<file path="config.mk">
export PLATFORM = sky130hd
export DESIGN_NAME = lqlcr_cell
export DESIGN_NICKNAME = d
export VERILOG_FILES = /design/src/sv/lqlcr_pkg.sv /design/src/sv/lqlcr_cell.sv
export SDC_FILE = /design/constraint.sdc
export NUM_CORES = 1
export LEC_CHECK = 0
export ABC_CLOCK_PERIOD_IN_PS = 4300
export BUFFER_PORTS_ARGS = -buffer_cell sky130_fd_sc_hd__buf_2
export CAP_MARGIN = 20
export CORE_ASPECT_RATIO = 0.75
export CORE_UTILIZATION = 53
export CTS_CLUSTER_DIAMETER = 40
export DETAILED_ROUTE_END_ITERATION = 6
export GPL_TIMING_DRIVEN = 0
export PLACE_DENSITY = 0.95
export SYNTH_ARGS = -nofsm -noshare
export SYNTH_HDL_FRONTEND = slang
export SYNTH_SLANG_ARGS = --single-unit
export TNS_END_PERCENT = 100
</file>
<file path="constraint.sdc">
create_clock -name clk -period 4.3 [get_ports clk]
set_input_delay 0.43 -clock clk [delete_from_list [all_inputs] [get_ports clk]]
set_output_delay 0.43 -clock clk [all_outputs]
set_load 0.03 [all_outputs]
</file>
<file path="src/sv/lqlcr_pkg.sv">
// shared types, constants and helpers for the line query longest common run unit
// no dependencies; every other file of the block imports this package
package lqlcr_pkg;

  // payload widths
  localparam int DATA_W  = 8;
  localparam int IDX_W   = 7;
  localparam int LINE_W  = 16;
  localparam int BYTES_W = 10;
  localparam int RUN_W   = 8;
  localparam int LEN_W   = 8;

  // configuration port
  localparam int APB_AW = 3;
  localparam int APB_DW = 32;

  // defaults for the top level parameters
  localparam int MAX_QUERY_DEF  = 128;
  localparam int LINE_LIMIT_DEF = 1000;

  // fixed codes and values
  localparam logic [DATA_W-1:0]  NEWLINE    = 8'd10;
  localparam logic [BYTES_W-1:0] BYTE_CAP   = '1;
  localparam logic [LINE_W-1:0]  LINE_CAP   = '1;
  localparam logic [LEN_W-1:0]   QLEN_RESET = 8'd1;

  // request kinds
  localparam logic REQ_LOAD = 1'b0;
  localparam logic REQ_TEXT = 1'b1;

  // register index, taken from paddr[2]
  localparam logic REG_QUERY_LENGTH = 1'b0;

  // controller states
  typedef enum logic {
    ST_RUN,
    ST_DRAIN
  } lqlcr_state_t;

  // broadcast from the controller to every cell
  typedef struct packed {
    logic              text_en;
    logic              load_en;
    logic              clear;
    logic [IDX_W-1:0]  load_idx;
    logic [DATA_W-1:0] folded;
    logic              nonzero;
    logic [LEN_W-1:0]  len;
  } cell_ctrl_t;

  // ascii upper case to lower case
  function automatic logic [DATA_W-1:0] fold_case(input logic [DATA_W-1:0] c);
    logic [DATA_W-1:0] r;
    r = c;
    if (c >= 8'd65 && c <= 8'd90) begin
      r = c + 8'd32;
    end
    return r;
  endfunction

endpackage

</file>
<file path="src/sv/lqlcr_cell.sv">
// one query position: stored character, run length, line best and max chain stage
// depends on lqlcr_pkg
module lqlcr_cell import lqlcr_pkg::*; #(
  parameter int CELL_IDX = 0
) (
  input  logic             clk,
  input  logic             rst,
  input  cell_ctrl_t       ctrl,
  input  logic [RUN_W-1:0] run_in,
  input  logic [RUN_W-1:0] max_in,
  output logic [RUN_W-1:0] run_out,
  output logic [RUN_W-1:0] max_out
);

  logic [DATA_W-1:0] qchar;
  logic [RUN_W-1:0]  run;
  logic [RUN_W-1:0]  best;
  logic [RUN_W-1:0]  mx;
  logic [RUN_W-1:0]  run_next;
  logic              active;
  logic              match;
  logic              hit;

  // position in use and character compare
  assign active   = LEN_W'(CELL_IDX) < ctrl.len;
  assign match    = ctrl.text_en && active && ctrl.nonzero && (qchar == ctrl.folded);
  assign run_next = match ? run_in + RUN_W'(1) : '0;
  assign hit      = ctrl.load_en && ({1'b0, ctrl.load_idx} == LEN_W'(CELL_IDX));

  // query character, stored already folded
  always_ff @(posedge clk) begin
    if (hit) begin
      qchar <= ctrl.folded;
    end
  end

  // run, line best and max chain
  always_ff @(posedge clk) begin
    if (rst || ctrl.clear) begin
      run  <= '0;
      best <= '0;
      mx   <= '0;
    end else begin
      if (ctrl.text_en) begin
        run <= run_next;
        if (run_next > best) begin
          best <= run_next;
        end
      end
      mx <= (max_in > best) ? max_in : best;
    end
  end

  assign run_out = run;
  assign max_out = mx;

  // a run never exceeds the number of positions up to this one
  a_run_bound: assert property (@(posedge clk) disable iff (rst)
    run <= RUN_W'(CELL_IDX + 1))
    else $error("run longer than cell position allows");

  // line best covers the current run
  a_best_covers: assert property (@(posedge clk) disable iff (rst)
    best >= run)
    else $error("line best below current run");

  // end of line empties the cell
  a_clear: assert property (@(posedge clk) disable iff (rst)
    ctrl.clear |=> (run == '0 && best == '0 && mx == '0))
    else $error("cell not cleared at end of line");

endmodule

</file>
==> results by group <==
Final layout
  – Antenna diodes: 0
  – Final #Nets: 310
  – Share of cells above drive strength 1: 28.9%
  – Synthesis-to-finish area growth: 24.3%
  – Finished Core Util: 72.0%

Clock network
  – CTS tree: built
  – Post-CTS setup buffer count: 0
  – Post_cts resized: 0
  – Root buf cell: clkbuf_8
  – Hold_buf cts: 0
  – CTS H-tree depth: 2
  – Clock-pin transition on the worst setup and hold timing paths: 70 ps
  – Skew-Pair Late Insertion Delay: 290 ps
  – Total CTS buffers: 5
  – Clk buf depth: 2
  – CTS sink count: 32

STA
  – PnR worst setup slack: 1440 ps
  – Setup TNS: 0 ps
  – Final Slew Violations: 0
  – Final Setup Violations: 0
  – Post-layout min period: 2860 ps
  – Relative max-transition margin: 62.0%
  – Final Cycle Share: 66.6%
  – Peak Freq: 349 MHz
  – Worst Tran Pin Value: 568 ps
  – RSZ-0062 raised after global routing: no
  – Clock Skews: 6.80 ps
  – Final number of hold-violating endpoints: 0

Setup path
  – R2R depth: 11
  – R2r setup slk: 1440 ps
  – CP Launch Type: flip-flop
  – Worst-path fanout max: 8
  – Reg2reg start: qchar[6]
  – RR Endpoint: best[5]
  – Critical Setup Path Class: reg -> reg
  – WP data arrival: 3050 ps
  – CP required: 4490 ps
  – CP Capture Type: flip-flop

Synth
  – Cells after Synth: 181
  – Ys Warns: 0
  – Syn avg cell area: 9.73 um2
  – Synth area leader: dfxtp_1
  – Register area share after synthesis: 40.9%
  – Synth unique cells: 35
  – Synth top area share: 27.3%
  – FF+latch count, synth: 32
  – Synthesized area: 0.00176 mm2
  – Syn_nets: 243
  – Ranking of synthesized cells by area: dfxtp_1 27%, edfxtp_1 14%, ha_1 12%

Detailed routing
  – Via count: 1564
  – Iteration-0 DRC Markers: 87
  – Drt wl/cell: 13.6 um
  – Final antenna-violating net count: 0
  – Final wirelength: 3900 um
  – Remaining DRCs: 0
  – Pre-antenna DRT Iters: 4
  – Via-to-Cell Ratio: 5.45

Power and ir drop
  – Switching Share: 24.4%
  – Comb power frac: 12.2%
  – PwrDens: 276 mW/mm2
  – Seq pwr share: 51.6%
  – Clk pwr share: 36.3%
  – NetSw: 148 uW
  – P_int: 457 uW
  – Lkg Pwr: 0.00102 uW
  – VDD IR-drop max: 162 uV

GRT
  – First-pass GRT wire length: 6410 um
  – Vias in the first global route: 1477
  – Gr ovfl total: 0
  – Antenna violations before repair: 0
  – GRT Util Overall: 25.3%
  – Largest net degree at the start of global routing: 11

Floorplan
  – Core Region: 0.00304 mm2
  – Rows: 17
  – Die Ht: 51.9 um
  – Horiz. Die Dim: 68.6 um
  – Starting Density: 57.9%
  – I/O pin total: 61
  – Die area: 0.00356 mm2

Run
  – # Max-Cap Violations: 0

Place
  – Routability cong.: 0.867
  – Buffers on Ports: 60
  – Placement Setup Slack: 1290 ps
  – DP HPWL: 3110 um

Outcome
  – Status: complete, no violations

Min path
  – Worst Hold Class: in -> reg
  – Worst Hold End: qchar[6]
  – Min-Delay Path Depth: 1
  – HP Start: ctrl[15]
-- kinds of logic (layout without fill, tap and decap cells) --
logic type                 count (synthesis)  count (layout)  share of synthesized area [%]
and+or+nand+nor                           67              67                           19.9
DFF                                       32              32                           40.9
AOI/OAI and AO/OA                         29              29                           12.5
adders and majority gates                 17              17                           12.1
xor gates and xnor gates                  14              14                           6.96
buffers and inverters                     14              82                           3.13
muxes                                      8               8                           4.55
-- layout make-up --
class	instances	area, um2
inverter	10	37.5
clock buffer	7	76.3
fill	223	852
sequential	32	721
timing repair buffer	60	300
clock inverter	1	3.75
buffer	4	17.5
tap	38	47.5
multi-input combinational	135	986
-- layer usage --
| metal | global-route usage, % | part of all wire, % | vias up | routed length (um) |
|---|---|---|---|---|
| li1 | - | - | 781 | - |
| met1 | 33.3 | 46 | 715 | 1810 |
| met2 | 38.4 | 45 | 60 | 1750 |
| met3 | 7.46 | 6.9 | 8 | 268 |
| met4 | 10.1 | 1.7 | 0 | 68 |
| met5 | 0 | 0 | - | 0 |
-- stage by stage --
stage | cells | area, um2 | power, uW | hold slack, ps
6_report | 287 | 2190 | 605 | 339
4_1_cts | 287 | 2190 | 606 | 337
3_3_place_gp | 279 | 2110 | 389 | 467
5_1_grt | 287 | 2190 | 628 | 333
2_1_floorplan | 181 | 1760 | 356 | 457
3_5_place_dp | 279 | 2110 | 391 | 478
-- worst max-delay path, stage by stage, from the launching register on --
cell and delay, ps:
edfxtp_1 390, xor2_1 180, nor4_2 310, nand4_2 250, or2_1 300, ha_1 270
nand4_1 90, o21ai_1 60, a21o_2 200, or3_1 290, buf_2 170, o32ai_1 250
-- synth_stat cells --
library cell  count
nor2b_1           2
o211ai_1          2
o21a_1            7
nor4_1            4
ha_1             17
nor2_1           14
and3_1            1
or3_1             1
mux2i_1           8
dfxtp_1          24
clkbuf_1          2
or2_1             2
xor2_1           10
nand4_2           1
o21a_2            1
nor4_2            1
a21oi_2           1
buf_2             2
a211o_1           1
inv_1            10
edfxtp_1          8
nand4_1           5
and2b_1           7
a21o_2            1
nand2_1          20
o32a_1            1
o21ai_1           1
o32ai_1           8
a21boi_0          1
nand2b_1          1
a21oi_1           5
and4b_1           1
xnor2_1           4
nor3_1            3
nand3_1           4
-- flip-flops by register name (all words and copies together) (netlist names) --
signal / cells
qchar: 8
best: 8
run_out: 8
max_out: 8
-- power by group through the flow --
stage | logic (uW) | clock network, uW | registers, uW
3_5_place_dp | 72.9 | 0 | 318
6_report | 73.8 | 219 | 312
2_1_floorplan | 32.1 | 0 | 324
5_1_grt | 81.6 | 234 | 312
4_1_cts | 73.5 | 221 | 312
3_3_place_gp | 70.7 | 0 | 318
-- worst max path at each step --
stage	slack (ps)	to	startpoint
2_1_floorplan	1660	best[0]	ctrl[15]
3_3_place_gp	1330	best[5]	ctrl[15]
3_5_place_dp	1290	best[5]	ctrl[15]
4_1_cts	1430	best[5]	qchar[6]
5_1_grt	1220	best[5]	qchar[6]
6_report	1440	best[5]	qchar[6]
-- cell usage in the layout (no fill, tap or decap) --
| master | n |
|---|---|
| clkbuf_8 | 5 |
| inv_1 | 10 |
| edfxtp_1 | 8 |
| and3_1 | 1 |
| nor4_2 | 1 |
| dfxtp_1 | 24 |
| nor4_1 | 4 |
| o21a_1 | 7 |
| o32a_1 | 1 |
| mux2i_1 | 8 |
| nand2_1 | 20 |
| nor3_1 | 3 |
| nor2b_1 | 2 |
| o21ai_1 | 1 |
| or3_1 | 1 |
| nor2_1 | 14 |
| nand4_1 | 5 |
| clkinv_1 | 1 |
| buf_2 | 62 |
| xnor2_1 | 4 |
| xor2_1 | 10 |
| a21boi_0 | 1 |
| a211o_1 | 1 |
| and2b_1 | 7 |
| a21oi_1 | 5 |
| o21a_2 | 1 |
| o32ai_1 | 8 |
| or2_1 | 2 |
| nand3_1 | 4 |
| nand4_2 | 1 |
| o211ai_1 | 2 |
| ha_1 | 17 |
| a21o_2 | 1 |
| a21oi_2 | 1 |
| and4b_1 | 1 |
| nand2b_1 | 1 |
| clkbuf_1 | 4 |
Note: power is estimated with default switching activity, not from simulation.
