<file path="config.mk">
export PLATFORM = sky130hd
export DESIGN_NAME = lqlcr_ctrl_flat
export DESIGN_NICKNAME = d
export VERILOG_FILES = /design/src/sv/lqlcr_pkg.sv /design/src/sv/lqlcr_if.sv /design/src/sv/lqlcr_ctrl.sv /design/src/flat_wrapper.sv
export SDC_FILE = /design/constraint.sdc
export NUM_CORES = 1
export LEC_CHECK = 0
export BUFFER_PORTS_ARGS = -buffer_cell sky130_fd_sc_hd__buf_4
export CAP_MARGIN = 20
export CORE_AREA = 2 2 127 129
export DETAILED_ROUTE_END_ITERATION = 10
export DIE_AREA = 0 0 129 131
export GPL_TIMING_DRIVEN = 0
export SETUP_SLACK_MARGIN = 0.5
export SLEW_MARGIN = 20
export SYNTH_ARGS = -nofsm -noshare
export SYNTH_HDL_FRONTEND = slang
export SYNTH_SLANG_ARGS = --single-unit
</file>
<file path="constraint.sdc">
create_clock -name clk -period 2.4 [get_ports clk]
set_input_delay 0.12 -clock clk [delete_from_list [all_inputs] [get_ports clk]]
set_output_delay 0.12 -clock clk [all_outputs]
set_load 0.005 [all_outputs]
</file>
<file path="src/sv/lqlcr_pkg.sv">
// shared types, constants and helpers for the line query longest common run unit
// no dependencies; every other file of the block imports this package
package lqlcr_pkg;

  // payload widths
  localparam int DATA_W  = 8;
  localparam int IDX_W   = 7;
  localparam int LINE_W  = 16;
  localparam int BYTES_W = 10;
  localparam int RUN_W   = 8;
  localparam int LEN_W   = 8;

  // configuration port
  localparam int APB_AW = 3;
  localparam int APB_DW = 32;

  // defaults for the top level parameters
  localparam int MAX_QUERY_DEF  = 128;
  localparam int LINE_LIMIT_DEF = 1000;

  // fixed codes and values
  localparam logic [DATA_W-1:0]  NEWLINE    = 8'd10;
  localparam logic [BYTES_W-1:0] BYTE_CAP   = '1;
  localparam logic [LINE_W-1:0]  LINE_CAP   = '1;
  localparam logic [LEN_W-1:0]   QLEN_RESET = 8'd1;

  // request kinds
  localparam logic REQ_LOAD = 1'b0;
  localparam logic REQ_TEXT = 1'b1;

  // register index, taken from paddr[2]
  localparam logic REG_QUERY_LENGTH = 1'b0;

  // controller states
  typedef enum logic {
    ST_RUN,
    ST_DRAIN
  } lqlcr_state_t;

  // broadcast from the controller to every cell
  typedef struct packed {
    logic              text_en;
    logic              load_en;
    logic              clear;
    logic [IDX_W-1:0]  load_idx;
    logic [DATA_W-1:0] folded;
    logic              nonzero;
    logic [LEN_W-1:0]  len;
  } cell_ctrl_t;

  // ascii upper case to lower case
  function automatic logic [DATA_W-1:0] fold_case(input logic [DATA_W-1:0] c);
    logic [DATA_W-1:0] r;
    r = c;
    if (c >= 8'd65 && c <= 8'd90) begin
      r = c + 8'd32;
    end
    return r;
  endfunction

endpackage

</file>
<file path="src/sv/lqlcr_if.sv">
// valid/ready channel interfaces for request and result transactions
// depends on lqlcr_pkg for payload widths
interface lqlcr_in_if import lqlcr_pkg::*; ();
  logic              valid;
  logic              ready;
  logic              req_type;
  logic [IDX_W-1:0]  query_index;
  logic [DATA_W-1:0] byte_value;

  modport source (output valid, output req_type, output query_index,
                  output byte_value, input ready);
  modport sink (input valid, input req_type, input query_index,
                input byte_value, output ready);
endinterface

interface lqlcr_out_if import lqlcr_pkg::*; ();
  logic               valid;
  logic               ready;
  logic [LINE_W-1:0]  line_number;
  logic [BYTES_W-1:0] byte_count;
  logic [RUN_W-1:0]   best_match;
  logic               too_long;

  modport source (output valid, output line_number, output byte_count,
                  output best_match, output too_long, input ready);
  modport sink (input valid, input line_number, input byte_count,
                input best_match, input too_long, output ready);
endinterface

</file>
<file path="src/sv/lqlcr_ctrl.sv">
// controller: request decode, line counters, drain sequencing, result register, config
// depends on lqlcr_pkg and the channel interfaces in lqlcr_if
module lqlcr_ctrl import lqlcr_pkg::*; #(
  parameter int MAX_QUERY  = MAX_QUERY_DEF,
  parameter int LINE_LIMIT = LINE_LIMIT_DEF
) (
  input  logic              clk,
  input  logic              rst,
  lqlcr_in_if.sink          in_ch,
  lqlcr_out_if.source       out_ch,
  input  logic              psel,
  input  logic              penable,
  input  logic              pwrite,
  input  logic [APB_AW-1:0] paddr,
  input  logic [APB_DW-1:0] pwdata,
  output logic [APB_DW-1:0] prdata,
  output logic              pready,
  input  logic [RUN_W-1:0]  best_in,
  output cell_ctrl_t        cell_ctrl
);

  localparam int CNT_W = $clog2(MAX_QUERY + 1);
  localparam logic [CNT_W-1:0] DRAIN_LEN = CNT_W'(MAX_QUERY);

  lqlcr_state_t       state;
  lqlcr_state_t       state_next;
  logic [CNT_W-1:0]   cnt;
  logic [BYTES_W-1:0] line_bytes;
  logic [BYTES_W-1:0] line_bytes_next;
  logic               overlong;
  logic [LINE_W-1:0]  line_counter;
  logic [LINE_W-1:0]  line_counter_next;
  logic [LEN_W-1:0]   query_length;
  logic [LEN_W-1:0]   len_used;
  logic               in_ready;
  logic               drain_done;
  logic               in_fire;
  logic               is_text;
  logic               is_nl;

  // request decode
  assign in_fire = in_ch.valid && in_ready;
  assign is_text = in_ch.req_type == REQ_TEXT;
  assign is_nl   = in_ch.byte_value == NEWLINE;
  assign in_ch.ready = in_ready;

  // saturating counters
  assign line_bytes_next   = (line_bytes != BYTE_CAP) ? line_bytes + BYTES_W'(1) : line_bytes;
  assign line_counter_next = (line_counter != LINE_CAP) ? line_counter + LINE_W'(1)
                                                        : line_counter;

  // positions in use
  assign len_used = (query_length > LEN_W'(MAX_QUERY)) ? LEN_W'(MAX_QUERY) : query_length;

  // next state
  always_comb begin
    state_next = state;
    unique case (state)
      ST_RUN: begin
        if (in_fire && is_text && is_nl && line_bytes != '0) begin
          state_next = ST_DRAIN;
        end
      end
      ST_DRAIN: begin
        if (drain_done) begin
          state_next = ST_RUN;
        end
      end
      default: state_next = ST_RUN;
    endcase
  end

  // state outputs
  always_comb begin
    in_ready   = 1'b0;
    drain_done = 1'b0;
    unique case (state)
      ST_RUN: begin
        in_ready = 1'b1;
      end
      ST_DRAIN: begin
        drain_done = (cnt == DRAIN_LEN) && (!out_ch.valid || out_ch.ready);
      end
      default: begin
        in_ready   = 1'b0;
        drain_done = 1'b0;
      end
    endcase
  end

  // broadcast to the cell row
  always_comb begin
    cell_ctrl.text_en  = in_fire && is_text && !is_nl;
    cell_ctrl.load_en  = in_fire && !is_text;
    cell_ctrl.clear    = drain_done;
    cell_ctrl.load_idx = in_ch.query_index;
    cell_ctrl.folded   = fold_case(in_ch.byte_value);
    cell_ctrl.nonzero  = in_ch.byte_value != '0;
    cell_ctrl.len      = len_used;
  end

  // state register and drain counter
  always_ff @(posedge clk) begin
    if (rst) begin
      state <= ST_RUN;
      cnt   <= '0;
    end else begin
      state <= state_next;
      if (state == ST_RUN) begin
        cnt <= '0;
      end else if (cnt != DRAIN_LEN) begin
        cnt <= cnt + CNT_W'(1);
      end
    end
  end

  // line bookkeeping
  always_ff @(posedge clk) begin
    if (rst) begin
      line_bytes   <= '0;
      overlong     <= 1'b0;
      line_counter <= LINE_W'(1);
    end else if (drain_done) begin
      line_bytes   <= '0;
      overlong     <= 1'b0;
      line_counter <= line_counter_next;
    end else if (in_fire && is_text) begin
      if (is_nl) begin
        if (line_bytes == '0) begin
          line_counter <= line_counter_next;
        end
      end else begin
        line_bytes <= line_bytes_next;
        if (line_bytes_next >= BYTES_W'(LINE_LIMIT)) begin
          overlong <= 1'b1;
        end
      end
    end
  end

  // result register
  always_ff @(posedge clk) begin
    if (rst) begin
      out_ch.valid <= 1'b0;
    end else if (drain_done) begin
      out_ch.valid <= 1'b1;
    end else if (out_ch.ready) begin
      out_ch.valid <= 1'b0;
    end
  end

  always_ff @(posedge clk) begin
    if (drain_done) begin
      out_ch.line_number <= line_counter;
      out_ch.byte_count  <= line_bytes;
      out_ch.best_match  <= best_in;
      out_ch.too_long    <= overlong;
    end
  end

  // configuration register
  always_ff @(posedge clk) begin
    if (rst) begin
      query_length <= QLEN_RESET;
    end else if (psel && penable && pwrite && paddr[2] == REG_QUERY_LENGTH) begin
      query_length <= pwdata[LEN_W-1:0];
    end
  end

  assign pready = 1'b1;
  assign prdata = (paddr[2] == REG_QUERY_LENGTH) ? {{(APB_DW-LEN_W){1'b0}}, query_length}
                                                 : '0;

  // a drain starts only for a line that holds bytes
  a_drain_start: assert property (@(posedge clk) disable iff (rst)
    (state == ST_RUN && state_next == ST_DRAIN) |=> (cnt == '0 && line_bytes != '0))
    else $error("drain started on empty line");

  // end of drain posts the result and resets the line
  a_drain_end: assert property (@(posedge clk) disable iff (rst)
    drain_done |=> (out_ch.valid && line_bytes == '0 && !overlong))
    else $error("line not closed after drain");

  // overlong flag only with enough bytes
  a_overlong: assert property (@(posedge clk) disable iff (rst)
    overlong |-> line_bytes >= BYTES_W'(LINE_LIMIT))
    else $error("overlong flag without enough bytes");

endmodule

</file>
<file path="src/flat_wrapper.sv">
// flat-port wrapper written by rule: the top's interface ports become plain ports
module lqlcr_ctrl_flat import lqlcr_pkg::*;
#(
  parameter int MAX_QUERY  = MAX_QUERY_DEF,
  parameter int LINE_LIMIT = LINE_LIMIT_DEF
)
  (clk, rst, psel, penable, pwrite, paddr, pwdata, prdata, pready, best_in, cell_ctrl, in_ch_valid, in_ch_req_type, in_ch_query_index, in_ch_byte_value, in_ch_ready, out_ch_valid, out_ch_line_number, out_ch_byte_count, out_ch_best_match, out_ch_too_long, out_ch_ready);
  lqlcr_in_if in_ch_i ();
  lqlcr_out_if out_ch_i ();
  input  logic clk;
  input  logic rst;
  input  logic psel;
  input  logic penable;
  input  logic pwrite;
  input  logic [APB_AW-1:0] paddr;
  input  logic [APB_DW-1:0] pwdata;
  output logic [APB_DW-1:0] prdata;
  output logic pready;
  input  logic [RUN_W-1:0] best_in;
  output cell_ctrl_t cell_ctrl;
  input wire logic [$bits(in_ch_i.valid)-1:0] in_ch_valid;
  input wire logic [$bits(in_ch_i.req_type)-1:0] in_ch_req_type;
  input wire logic [$bits(in_ch_i.query_index)-1:0] in_ch_query_index;
  input wire logic [$bits(in_ch_i.byte_value)-1:0] in_ch_byte_value;
  output wire logic [$bits(in_ch_i.ready)-1:0] in_ch_ready;
  output wire logic [$bits(out_ch_i.valid)-1:0] out_ch_valid;
  output wire logic [$bits(out_ch_i.line_number)-1:0] out_ch_line_number;
  output wire logic [$bits(out_ch_i.byte_count)-1:0] out_ch_byte_count;
  output wire logic [$bits(out_ch_i.best_match)-1:0] out_ch_best_match;
  output wire logic [$bits(out_ch_i.too_long)-1:0] out_ch_too_long;
  input wire logic [$bits(out_ch_i.ready)-1:0] out_ch_ready;
  assign in_ch_i.valid = in_ch_valid;
  assign in_ch_i.req_type = in_ch_req_type;
  assign in_ch_i.query_index = in_ch_query_index;
  assign in_ch_i.byte_value = in_ch_byte_value;
  assign in_ch_ready = in_ch_i.ready;
  assign out_ch_valid = out_ch_i.valid;
  assign out_ch_line_number = out_ch_i.line_number;
  assign out_ch_byte_count = out_ch_i.byte_count;
  assign out_ch_best_match = out_ch_i.best_match;
  assign out_ch_too_long = out_ch_i.too_long;
  assign out_ch_i.ready = out_ch_ready;
  lqlcr_ctrl #(.MAX_QUERY(MAX_QUERY), .LINE_LIMIT(LINE_LIMIT)) u_core (.clk(clk), .rst(rst), .in_ch(in_ch_i), .out_ch(out_ch_i), .psel(psel), .penable(penable), .pwrite(pwrite), .paddr(paddr), .pwdata(pwdata), .prdata(prdata), .pready(pready), .best_in(best_in), .cell_ctrl(cell_ctrl));
endmodule
</file>
==> results.md, run 1 <==
* Starting density of the core at 24.5%
* CP Data Arrival Time at 2.28 ns
* First DRT Iteration DRCs at 204
* Top Ports at 163
* Pwr Total at 3.02 mW
* Post-Layout Cell Count at 779
* RSZ-0062 raised after global routing: true
* Top_reg_cell synth: dfxtp_1
* Detailed Place HPWL at 6.75 mm
* Hold worst-path end: u_core.query_length[2]
* CTS H-tree lvls at 3
* P_sw at 0.692 mW
* WL/cell at 13.1 um
* Internal Pwr Total at 2.33 mW
* Width of the die at 129 um
* Fillcell total at 1515
* Worst R2R End: u_core.line_counter[13]
* Clk sinks at 80
* Reg2reg path depth at 6
* Initial antenna violation count at 0
* Clock skew at 0.00854 ns
* Clock power frac at 45.8%
* Vias at 3448
* Clock Path Buffers at 2
* CP Class: flip-flop to flip-flop
* #FFs+latches synth at 80
* TritonCTS clock tree: yes
* CP Cell Sequence: nor4_4 > nand4b_1 > o21a_4 > buf_8 > nor4_4 > mux2_4
* Final setup viols at 0
* Largest net degree at the start of global routing at 19
* Mapped Area at 3820 um^2
* Final min period at 2.06 ns
* Req. time, crit path at 2.62 ns
* Commonest cells in the netlist: dfxtp_1, buf_4, edfxtp_1
* CP max stage delay at 0.37 ns
* Avg Vias per Cell at 4.43
* Final WS setup at 0.343 ns
* Seq/Total Area, Yosys at 51.1%
* Site Rows at 46
* Slew headroom at 63.1%
* Vias in the first global route at 3288
* Inst Count DP at 725
* Gate power share at 7.3%
* Final hold violations at 0
* Global-route wire length before repair at 15.6 mm
* Synth Instances at 382
* Number of synthesized flops with an enable pin at 35
* Clock slew at reported path FFs at 0.07 ns
* Placeable Area at 15600 um^2
* Hold path start: pwdata[2]
* Part of the power in registers at 46.9%
* Yosys cell types at 53
* Max-cap violation count at 0
* LEAKAGE at 2.48 nW
* Fraction of layout cells with a size suffix above 1 at 45.1%
* Hold WS at 0.0267 ns
* Reg2Reg Setup Slack at 0.34 ns
* VDD IR max at 0.247 mV
* Slew Viols, Final at 0
* Area after DPL at 4970 um^2
* Hold/Removal Path Class: input port to flip-flop
* Die Ht at 131 um
* Crit. End Element: flip-flop
* Total wire length at 10.2 mm
* Synth area leader: edfxtp_1
* CTS Root Cell: clkbuf_16
* Final Cycle Share at 85.7%
* Port Buf Inserts at 104
* Yosys Warn Count at 0
* Worst slew pin tran at 0.553 ns
* P&R area growth vs syn at 56.3%
* RePlAce Congestion at 0.808
* Power density cells at 506 nW/um^2
* Tot GR Track Use at 11.6%
* Outcome: finished clean
* Final net count at 630
* Number of nets still failing antenna checks after routing at 0
* F_max at 486 MHz
* Die area at 16900 um^2
* Overflow after GRT at 0
* Ranking of synthesized cells by area: edfxtp_1, dfxtp_1, buf_4
* Synth top area share at 27.5%
* Top-count cell post-synth: dfxtp_1
* Worst skew pair latency at 0.34 ns
* CP Launch Type: flip-flop
* Dpl ws at 0.181 ns
* Total CTS buffers at 9
* Switching share of power at 22.9%
* Crit-path slowest cell: dfxtp_4
* FF-to-FF Start: u_core.line_bytes[5]
* DRC Markers at 0
* Crit-path max FO at 7
* Async set-reset flop share out of synthesis at 0%
* Initial DRT Pass Iterations at 4
* Syn Area/Cell at 10.0 um^2
* Hold depth at 3
* Fin area at 5980 um^2
* ANT cells at 0
* Top cell by count, worst path: nor4_4
layout by cell type (no fill, tap or decap), drive strengths merged, types with 3 or more instances in the layout:
cell type | netlist | routed
buf | 42 | 175
dfxtp | 45 | 45
edfxtp | 35 | 35
nand2 | 31 | 31
nor2 | 26 | 26
conb | 2 | 25
a21oi | 20 | 20
nor2b | 19 | 19
nand3 | 18 | 18
clkbuf | 10 | 18
inv | 11 | 17
or3 | 10 | 10
dlygate4sd3 | 0 | 9
o21ai | 9 | 9
xor2 | 8 | 8
nand4 | 8 | 8
nor4 | 8 | 8
o31ai | 6 | 6
ha | 6 | 6
mux2i | 5 | 5
xnor2 | 5 | 5
nor3 | 5 | 5
or4 | 5 | 5
or2 | 5 | 5
nand2b | 4 | 4
mux2 | 4 | 4
nand3b | 3 | 3
nand4b | 3 | 3
nor3b | 3 | 3
a31oi | 3 | 3
worst max-delay path, delay by kind of cell, from the launching register on:
| family | cells | cell delay (ns) |
|---|---|---|
| muxes | 1 | 0.32 |
| and+or+nand+nor | 3 | 0.73 |
| DFF | 1 | 0.37 |
| AOI/OAI and AO/OA | 1 | 0.36 |
| buffers and inverters | 1 | 0.16 |
kinds of logic after synthesis:
kind of cell / after synthesis / synth area share [%]
and+or+nand+nor: 159 / 23.3
DFF: 80 / 51.1
buffers and inverters: 63 / 10.0
AOI/OAI and AO/OA: 50 / 7.92
xor gates and xnor gates: 13 / 2.98
muxes: 9 / 2.49
adders and majority gates: 6 / 1.96
other: 2 / 0.196
worst max-delay path by stage:
stage	from	end	slack, ns
2_1_floorplan	u_core.cnt[0]	u_core.out_ch.best_match[0]	0.36
3_3_place_gp	u_core.cnt[0]	cell_ctrl[24]	-0.17
3_5_place_dp	u_core.line_bytes[1]	u_core.line_bytes[1]	0.18
4_1_cts	u_core.cnt[0]	u_core.line_counter[2]	0.44
5_1_grt	u_core.state	u_core.line_counter[6]	0.29
6_report	u_core.line_bytes[5]	u_core.line_counter[13]	0.34
power by group through the flow:
stage | Combinational (mW) | Clock, mW | Sequential, mW
after floorplan | 0.0991 | 0 | 1.45
after global placement | 0.190 | 0 | 1.45
after detailed placement | 0.194 | 0 | 1.45
after CTS | 0.211 | 1.43 | 1.42
after global routing | 0.242 | 1.48 | 1.42
final | 0.220 | 1.38 | 1.42
sequential cells by signal (all words and copies together) (netlist names):
signal,cells
u_core.out_ch.valid,1
u_core.out_ch.line_number,16
u_core.state,1
u_core.out_ch.best_match,8
u_core.out_ch.byte_count,10
u_core.overlong,1
u_core.line_bytes,10
u_core.cnt,8
u_core.out_ch.too_long,1
u_core.query_length,8
u_core.line_counter,16
layout make-up:
type | count | area [um^2] | share of cell area, %
sequential | 80 | 1980 | 33.2
multi-input combinational | 263 | 1830 | 30.6
timing repair buffer | 140 | 1130 | 18.9
buffer | 52 | 390 | 6.53
tap | 216 | 270 | 4.52
clock buffer | 10 | 250 | 4.19
inverter | 11 | 57.6 | 0.963
clock inverter | 6 | 55.1 | 0.921
timing repair inverter | 1 | 8.76 | 0.147
timing repair:
item / CTS / global route
buffers inserted: 11 / 14
hold endpoints to repair: 9 / 0
gates cloned: 1 / 3
hold buffers: 9 / 0
resized for setup: 57 / 47
endpoints found under the setup margin: 64 / 47
pin swaps: 9 / 18
stage by stage:
stage                     TNS (ns)  util [%]
after floorplan                  0         -
after global placement       -3.42      31.9
after detailed placement         0      31.9
after CTS                        0      36.2
after global routing             0      38.3
final                            0      38.3
metal layers:
metal	vias to the layer above	routed length [um]	GRT usage, %
li1	1652	-	-
met1	1644	4190	13.9
met2	139	5180	19.9
met3	13	630	2.57
met4	0	160	5.05
met5	-	0	0
(Power assumes the default switching activity.)
==> inputs of run 2 (changes only) <==
--- a/config.mk
+++ b/config.mk
@@ -6,9 +6,10 @@
 export NUM_CORES = 1
 export LEC_CHECK = 0
+export ABC_AREA = 1
 export BUFFER_PORTS_ARGS = -buffer_cell sky130_fd_sc_hd__buf_4
 export CAP_MARGIN = 20
-export CORE_AREA = 2 2 127 129
+export CORE_AREA = 2 2 130 132
 export DETAILED_ROUTE_END_ITERATION = 10
-export DIE_AREA = 0 0 129 131
+export DIE_AREA = 0 0 132 134
 export GPL_TIMING_DRIVEN = 0
 export SETUP_SLACK_MARGIN = 0.5
==> constraint.sdc (replaced) <==
create_clock -name clk -period 2.4 [get_ports clk]
set_input_delay 0.48 -clock clk [delete_from_list [all_inputs] [get_ports clk]]
set_output_delay 0.48 -clock clk [all_outputs]
set_load 0.005 [all_outputs]
==> run 2 against run 1 <==
Register-to-register slack better by 0.34 ns. Final area is 5.9% lower. Wire length is 7.4% lower. Synthesized cell count is 25% higher. Sequential power hardly changed. Non-clock buffer count is 32 lower. Sequential share of layout area is 1.7 points higher. Critical path depth is 2 higher. Global-route usage is 0.78 points lower. Flip-flop and latch count stayed put. Critical path type is now flip-flop to output port. Combinational power is 11% higher. Clock power hardly changed.
==> results.md, run 2 <==
* Outcome: finished clean
* Top_reg_cell synth: dfxtp_1
* Sequential standard cell area at 1960 um^2 (-1.0%)
* Reg2Reg Setup Slack at 0.68 ns (+0.34 ns)
* VDD IR max at 0.349 mV (+41%)
* Overflow after GRT at 0 (unchanged)
* Final net count at 692 (+9.8%)
* Number of synthesized flops with an enable pin at 35 (unchanged)
* Avg Vias per Cell at 4.05 (-8.4%)
* Number of nets still failing antenna checks after routing at 0 (unchanged)
* Detailed Place HPWL at 6.81 mm (+0.92%)
* Most frequent cells in the layout: buf_4, nand2_1, nor2_1
* DRC Markers at 0 (unchanged)
* Crit-path slowest cell: dfxtp_2
* Clock skew at 0.00590 ns (-0.00264 ns)
* Yosys Warn Count at 0 (unchanged)
* Inst Count DP at 821 (+13%)
* Crit. End Element: output port
* WL/cell at 11.1 um (-15%)
* Die Ht at 134 um (+2.3%)
* Starting density of the core at 24.6% (+0.14 points)
* Synth top area share at 26.2% (-1.3 points)
* Die area at 17700 um^2 (+4.7%)
* CP Cell Sequence: inv_2 > ha_4 > nand2_2 > nor2_4 > nand3_4 > clkinvlp_4 > buf_6 > buf_4
* Async set-reset flop share out of synthesis at 0% (unchanged)
* Reg2reg path depth at 9 (+3)
* Initial antenna violation count at 0 (unchanged)
* Global-route wire length before repair at 15.2 mm (-2.4%)
* Syn Area/Cell at 8.44 um^2 (-16%)
* Max-cap violation count at 0 (unchanged)
* Final hold violations at 0 (unchanged)
* Ranking of synthesized cells by area: edfxtp_1, dfxtp_1, buf_4
* Critical Path Start: u_core.cnt[0]
* Hold/Removal Path Class: input port to flip-flop
* Worst slew pin tran at 0.725 ns (+0.172 ns)
* Internal Pwr Total at 2.29 mW (-1.8%)
* Top-count cell post-synth: nand2_1
* Site Rows at 47 (+2.2%)
* Width of the die at 132 um (+2.3%)
* Total CTS buffers at 9 (unchanged)
* Fillcell total at 1680 (+11%)
* Tot GR Track Use at 10.8% (-0.78 points)
* Clock Path Buffers at 2 (unchanged)
* F_max at 516 MHz (+6.1%)
* Largest net degree at the start of global routing at 19 (unchanged)
* Fraction of layout cells with a size suffix above 1 at 35.2% (-9.9 points)
* Clock power frac at 44.3% (-1.5 points)
* Crit path buffers/inverters at 4 (+3)
* Top Ports at 163 (unchanged)
* FF-to-FF Start: u_core.line_counter[0]
* Commonest cells in the netlist: nand2_1, nor2_1, inv_1
* ANT cells at 0 (unchanged)
* First DRT Iteration DRCs at 180 (-12%)
* Fin area at 5620 um^2 (-5.9%)
* Slew headroom at 51.7% (-11 points)
* CP Class: flip-flop to output port
* Final min period at 1.94 ns (-0.119 ns)
* Final setup viols at 0 (unchanged)
* Power density cells at 540 nW/um^2 (+6.7%)
* Post-CTS Hold Buffers at 0 (-9)
* Commonest non-fill, non-tap cell in the layout: buf_4
* Largest delay share family, worst path: buffers and inverters
* Clk sinks at 80 (unchanged)
* Worst skew pair latency at 0.35 ns (about the same)
* #FFs+latches synth at 80 (unchanged)
* TNS Setup at 0 ns (unchanged)
* Mapped Area at 4020 um^2 (+5.0%)
* Worst setup path endpoint: cell_ctrl[24]
* Final Cycle Share at 80.7% (-4.9 points)
* Yosys cell types at 39 (-26%)
* Post-Layout Cell Count at 845 (+8.5%)
* CTS H-tree lvls at 3 (unchanged)
* Synth Instances at 476 (+25%)
* Worst R2R End: u_core.line_counter[7]
* Crit-path max FO at 5 (-2)
* Worst path depth at 8 (+2)
* Clock slew at reported path FFs at 0.06 ns (about the same)
* Pwr Total at 3.04 mW (+0.40%)
* P_sw at 0.745 mW (+7.7%)
* TritonCTS clock tree: yes
* RSZ-0062 raised after global routing: true
* Total wire length at 9.42 mm (-7.4%)
* Gate power share at 8.1% (+0.8 points)
* Area after DPL at 5180 um^2 (+4.2%)
* Hold WS at 0.307 ns (+0.280 ns)
* CP Data Arrival Time at 1.46 ns (-0.82 ns)
* CP Launch Type: flip-flop
* CP max stage delay at 0.37 ns (about the same)
* Switching share of power at 24.5% (+1.7 points)
* Vias in the first global route at 3107 (-5.5%)
* Synth area leader: edfxtp_1
* Slew Viols, Final at 0 (unchanged)
* Vias at 3426 (-0.64%)
* Seq/Total Area, Yosys at 48.6% (-2.5 points)
* Part of the power in registers at 47.6% (+0.7 points)
* RePlAce Congestion at 0.787 (-2.6%)
* CTS Root Cell: clkbuf_16
* Port Buf Inserts at 102 (-1.9%)
* Initial DRT Pass Iterations at 4 (unchanged)
* Placeable Area at 16300 um^2 (+4.4%)
* Req. time, crit path at 1.92 ns (-0.70 ns)
* Biggest registers after layout: u_core.line_counter: 16 flops, u_core.out_ch.line_number: 16 flops
* P&R area growth vs syn at 40.0%
* Multi-input logic area at 1690 um^2 (-7.9%)
* LEAKAGE at 2.42 nW (-2.4%)
run 2: final cells by class:
type / instances / area share [%]
inverters: 52 / 3.63
clock buffers: 9 / 4.01
clock inverters: 7 / 1.27
multi-input cells: 316 / 30.0
flip-flops and latches: 80 / 34.9
well taps: 220 / 4.90
plain buffers: 51 / 6.52
repair buffers: 109 / 14.6
repair inverters: 1 / 0.134
run 2: cell families (layout without fill, tap and decap cells):
kind of cell	after synthesis	after routing	share of synthesized area, %
buffers and inverters	103	229	13.7
and+or+nand+nor	206	206	23.2
adders and majority gates	6	6	1.87
AOI/OAI and AO/OA	66	66	9.54
DFF	80	80	48.6
other	2	25	0.187
xor gates and xnor gates	13	13	2.84
run 2: power by group through the flow:
stage	clock network [mW]	logic (mW)	registers, mW
4_1_cts	1.40	0.238	1.44
3_5_place_dp	0	0.233	1.47
5_1_grt	1.45	0.274	1.45
6_report	1.35	0.245	1.44
2_1_floorplan	0	0.134	1.47
3_3_place_gp	0	0.230	1.47
run 2: stage by stage:
stage | util [%] | setup WS [ns]
after global routing | 34.5 | 0.397
after floorplan | - | 0.431
final | 34.5 | 0.462
after detailed placement | 31.8 | -0.128
after global placement | 31.8 | -0.145
after CTS | 33.9 | 0.348
run 2: how the worst min path moves through the flow:
stage / slack, ns / endpoint / startpoint / cells after the start
floorplan: 0.40 / u_core.out_ch.byte_count[2] / u_core.line_bytes[2] / 0
global placement: 0.41 / u_core.out_ch.line_number[6] / u_core.line_counter[6] / 0
detailed placement: 0.41 / u_core.out_ch.line_number[6] / u_core.line_counter[6] / 0
CTS: 0.29 / u_core.out_ch.best_match[2] / best_in[2] / 1
global route: 0.29 / u_core.out_ch.best_match[4] / best_in[4] / 1
finish: 0.31 / u_core.out_ch.best_match[2] / best_in[2] / 1
run 2: repair_timing:
item                                    4_1_cts  5_1_grt
setup buffers                                 2        5
cloned                                        1        0
pin swaps                                     5       14
resized for setup                            11       21
endpoints found under the setup margin       43       27
run 2: per-layer routing:
| metal | vias up | track usage, % | wire [um] | share of wire, % |
|---|---|---|---|---|
| li1 | 1794 | - | - | - |
| met1 | 1522 | 13.1 | 4150 | 44 |
| met2 | 100 | 17.9 | 4570 | 49 |
| met3 | 10 | 3.70 | 574 | 6.1 |
| met4 | 0 | 3.44 | 125 | 1.3 |
| met5 | - | 0 | 0 | 0 |
==> inputs of run 3 (changes only) <==
clock period = 1.8 ns   (was 2.4 ns; I/O delays follow)
==> run 3 against run 2 <==
The flow now finishes with violations (negative setup slack). Combinational power grew 88%. Flip-flop and latch count is the same. Largest power group unchanged. Via count grew 9.4%. Core utilization grew 8.4 points. Clock-buffer cell count is the same.
==> results.md, run 3 (same netlist as run 2, synthesis figures left out) <==
* Vias in the first global route at 3521 (+13%)
* CP Data Arrival Time at 1.47 ns (about the same)
* Avg Vias per Cell at 4.20 (+3.5%)
* CP Class: flip-flop to output port
* Crit. End Element: output port
* Violated checks: negative setup slack
* Initial antenna violation count at 0 (unchanged)
* Hold path start: best_in[5]
* Die Ht at 134 um (unchanged)
* Slew Viols, Final at 0 (unchanged)
* RePlAce Congestion at 0.809 (+2.8%)
* Power density cells at 603 nW/um^2 (+12%)
* Max-cap violation count at 0 (unchanged)
* Worst skew pair latency at 0.35 ns (about the same)
* Starting density of the core at 24.6% (unchanged)
* Crit-path max FO at 2 (-3)
* CTS Root Cell: clkbuf_16
* CTS H-tree lvls at 3 (unchanged)
* Placeable Area at 16300 um^2 (unchanged)
* Inst Count DP at 821 (unchanged)
* Clock skew at 0.00625 ns (+0.000354 ns)
* F_max at 547 MHz
* Number of nets still failing antenna checks after routing at 0 (unchanged)
* Req. time, crit path at 1.44 ns (-0.48 ns)
* Most frequent cells in the layout: buf_4, nand2_1, nor2_1
* Outcome: complete, but fails checks
* Port Buf Inserts at 102 (unchanged)
* Hold depth at 1 (unchanged)
* Switching share of power at 23.5% (-1.0 points)
* Total CTS buffers at 9 (unchanged)
* Final hold violations at 0 (unchanged)
* Hold WS at 0.186 ns (-0.121 ns)
* Top Ports at 163 (unchanged)
* Vias at 3749 (+9.4%)
* VDD IR max at 0.476 mV (+37%)
* Final WS setup at -0.0270 ns (-0.489 ns)
* Clock Path Buffers at 2 (unchanged)
* Fraction of layout cells with a size suffix above 1 at 59.0% (+24 points)
* Width of the die at 132 um (unchanged)
* Site Rows at 47 (unchanged)
* Area after DPL at 5290 um^2 (+2.2%)
* RSZ-0062 raised after global routing: true
* Initial DRT Pass Iterations at 4 (unchanged)
* Post-layout util at 42.9% (+8.4 points)
* Fin area at 6990 um^2 (+24%)
* Dpl ws at -0.535 ns (-0.407 ns)
* Slew headroom at 43.2% (-8.4 points)
* Hold/Removal Path Class: input port to flip-flop
* Commonest non-fill, non-tap cell in the layout: buf_4
* Hold worst-path end: u_core.out_ch.best_match[5]
* Fillcell total at 1557 (-7.3%)
* DRC Markers at 0 (unchanged)
* Worst slew pin tran at 0.851 ns (+0.126 ns)
* Tot GR Track Use at 12.5% (+1.7 points)
* Total wire length at 11.1 mm (+18%)
* WL/cell at 12.4 um (+12%)
* Final setup viols at 5 (+5)
* Clock power frac at 43.4% (-0.9 points)
* Final net count at 740 (+6.9%)
* Die area at 17700 um^2 (unchanged)
* Reg2Reg Setup Slack at 0.05 ns (-0.63 ns)
* Internal Pwr Total at 3.22 mW (+41%)
* Part of the power in registers at 45.6% (-2.0 points)
* Overflow after GRT at 0 (unchanged)
* ANT cells at 0 (unchanged)
* Gate power share at 10.9% (+2.8 points)
* TritonCTS clock tree: yes
* Largest net degree at the start of global routing at 15 (-4)
* P_sw at 0.990 mW (+33%)
* Post-Layout Cell Count at 893 (+5.7%)
* First DRT Iteration DRCs at 150 (-17%)
* Detailed Place HPWL at 6.89 mm (+1.1%)
* CP Launch Type: flip-flop
* Worst R2R End: u_core.line_counter[9]
* P&R area growth vs syn at 74.1%
* Biggest registers after layout: u_core.line_counter: 16 flops, u_core.out_ch.line_number: 16 flops
* Clk sinks at 80 (unchanged)
* FF-to-FF Start: u_core.cnt[1]
* Final min period at 1.83 ns
* LEAKAGE at 2.93 nW (+21%)
* Clock slew at reported path FFs at 0.06 ns (about the same)
* Final Cycle Share at 101%
* Global-route wire length before repair at 17.3 mm (+14%)
* Reg2reg path depth at 13 (+4)
[run 3: cell count changes in the layout (fill, tap and decap cells not counted), moves of 11 or more]
| cell | before | now |
|---|---|---|
| a21oi_2 | 8 | 19 |
| dfxtp_1 | 36 | 17 |
| nor2_1 | 63 | 42 |
| a21oi_1 | 25 | 14 |
| nand3_1 | 38 | 21 |
| nand2_4 | 2 | 22 |
| buf_6 | 5 | 32 |
| inv_1 | 45 | 26 |
| dfxtp_2 | 9 | 21 |
| nand3_2 | 2 | 18 |
| nand2_1 | 72 | 49 |
| nor2_2 | 3 | 15 |
[run 3: metal layers]
metal	GRT usage (%)	up-vias	wire [um]
met4	4.65	0	194
met1	14.8	1729	4710
met5	0	-	0
li1	-	1891	-
met2	21.1	112	5500
met3	4.12	17	717
[run 3: timing repair]
action,in CTS,in global routing
resized for setup,183,91
buffers inserted,41,11
hold buffers,0,0
pin swaps,37,24
endpoints found under the setup margin,86,95
cloned,4,0
[run 3: through the flow]
stage / total power [mW] / TNS, ns
2_1_floorplan: 2.14 / -0.0488
3_3_place_gp: 2.28 / -7.91
3_5_place_dp: 2.28 / -8.28
4_1_cts: 4.21 / -0.335
5_1_grt: 4.39 / -0.667
6_report: 4.21 / -0.0554
[run 3: area by class of cell]
| class | instances | area (um^2) | area share (%) |
|---|---|---|---|
| well taps | 220 | 275 | 3.94 |
| clock inverters | 7 | 70.1 | 1.00 |
| multi-input cells | 316 | 2260 | 32.4 |
| repair buffers | 157 | 1490 | 21.3 |
| inverters | 52 | 259 | 3.71 |
| repair inverters | 1 | 7.51 | 0.107 |
| clock buffers | 9 | 225 | 3.22 |
| plain buffers | 51 | 397 | 5.67 |
| flip-flops and latches | 80 | 2000 | 28.7 |
[run 3: worst max-delay path, cell delays in order (launching register included)]
cell and delay, ns:
dfxtp_2 0.34, inv_2 0.07, ha_4 0.13, nand2_4 0.04
nor2_4 0.13, nand3_4 0.10, clkinvlp_4 0.12, buf_6 0.10
buf_6 0.08
[run 3: power by group through the flow]
stage          clock network (mW)  registers [mW]  logic [mW]
5_1_grt                      1.96            1.93       0.501
3_5_place_dp                    0            1.97       0.314
4_1_cts                      1.88            1.92       0.409
2_1_floorplan                   0            1.96       0.181
3_3_place_gp                    0            1.97       0.312
6_report                     1.83            1.92       0.461
[run 3: worst max path at each step]
stage | from | end | slack [ns] | cells after the start
2_1_floorplan | u_core.cnt[0] | cell_ctrl[24] | -0.05 | 7
3_3_place_gp | u_core.cnt[0] | cell_ctrl[24] | -0.52 | 8
6_report | u_core.cnt[1] | cell_ctrl[24] | -0.03 | 8
3_5_place_dp | u_core.cnt[0] | cell_ctrl[24] | -0.54 | 8
4_1_cts | u_core.query_length[3] | cell_ctrl[0] | -0.08 | 4
5_1_grt | u_core.query_length[0] | cell_ctrl[0] | -0.12 | 4
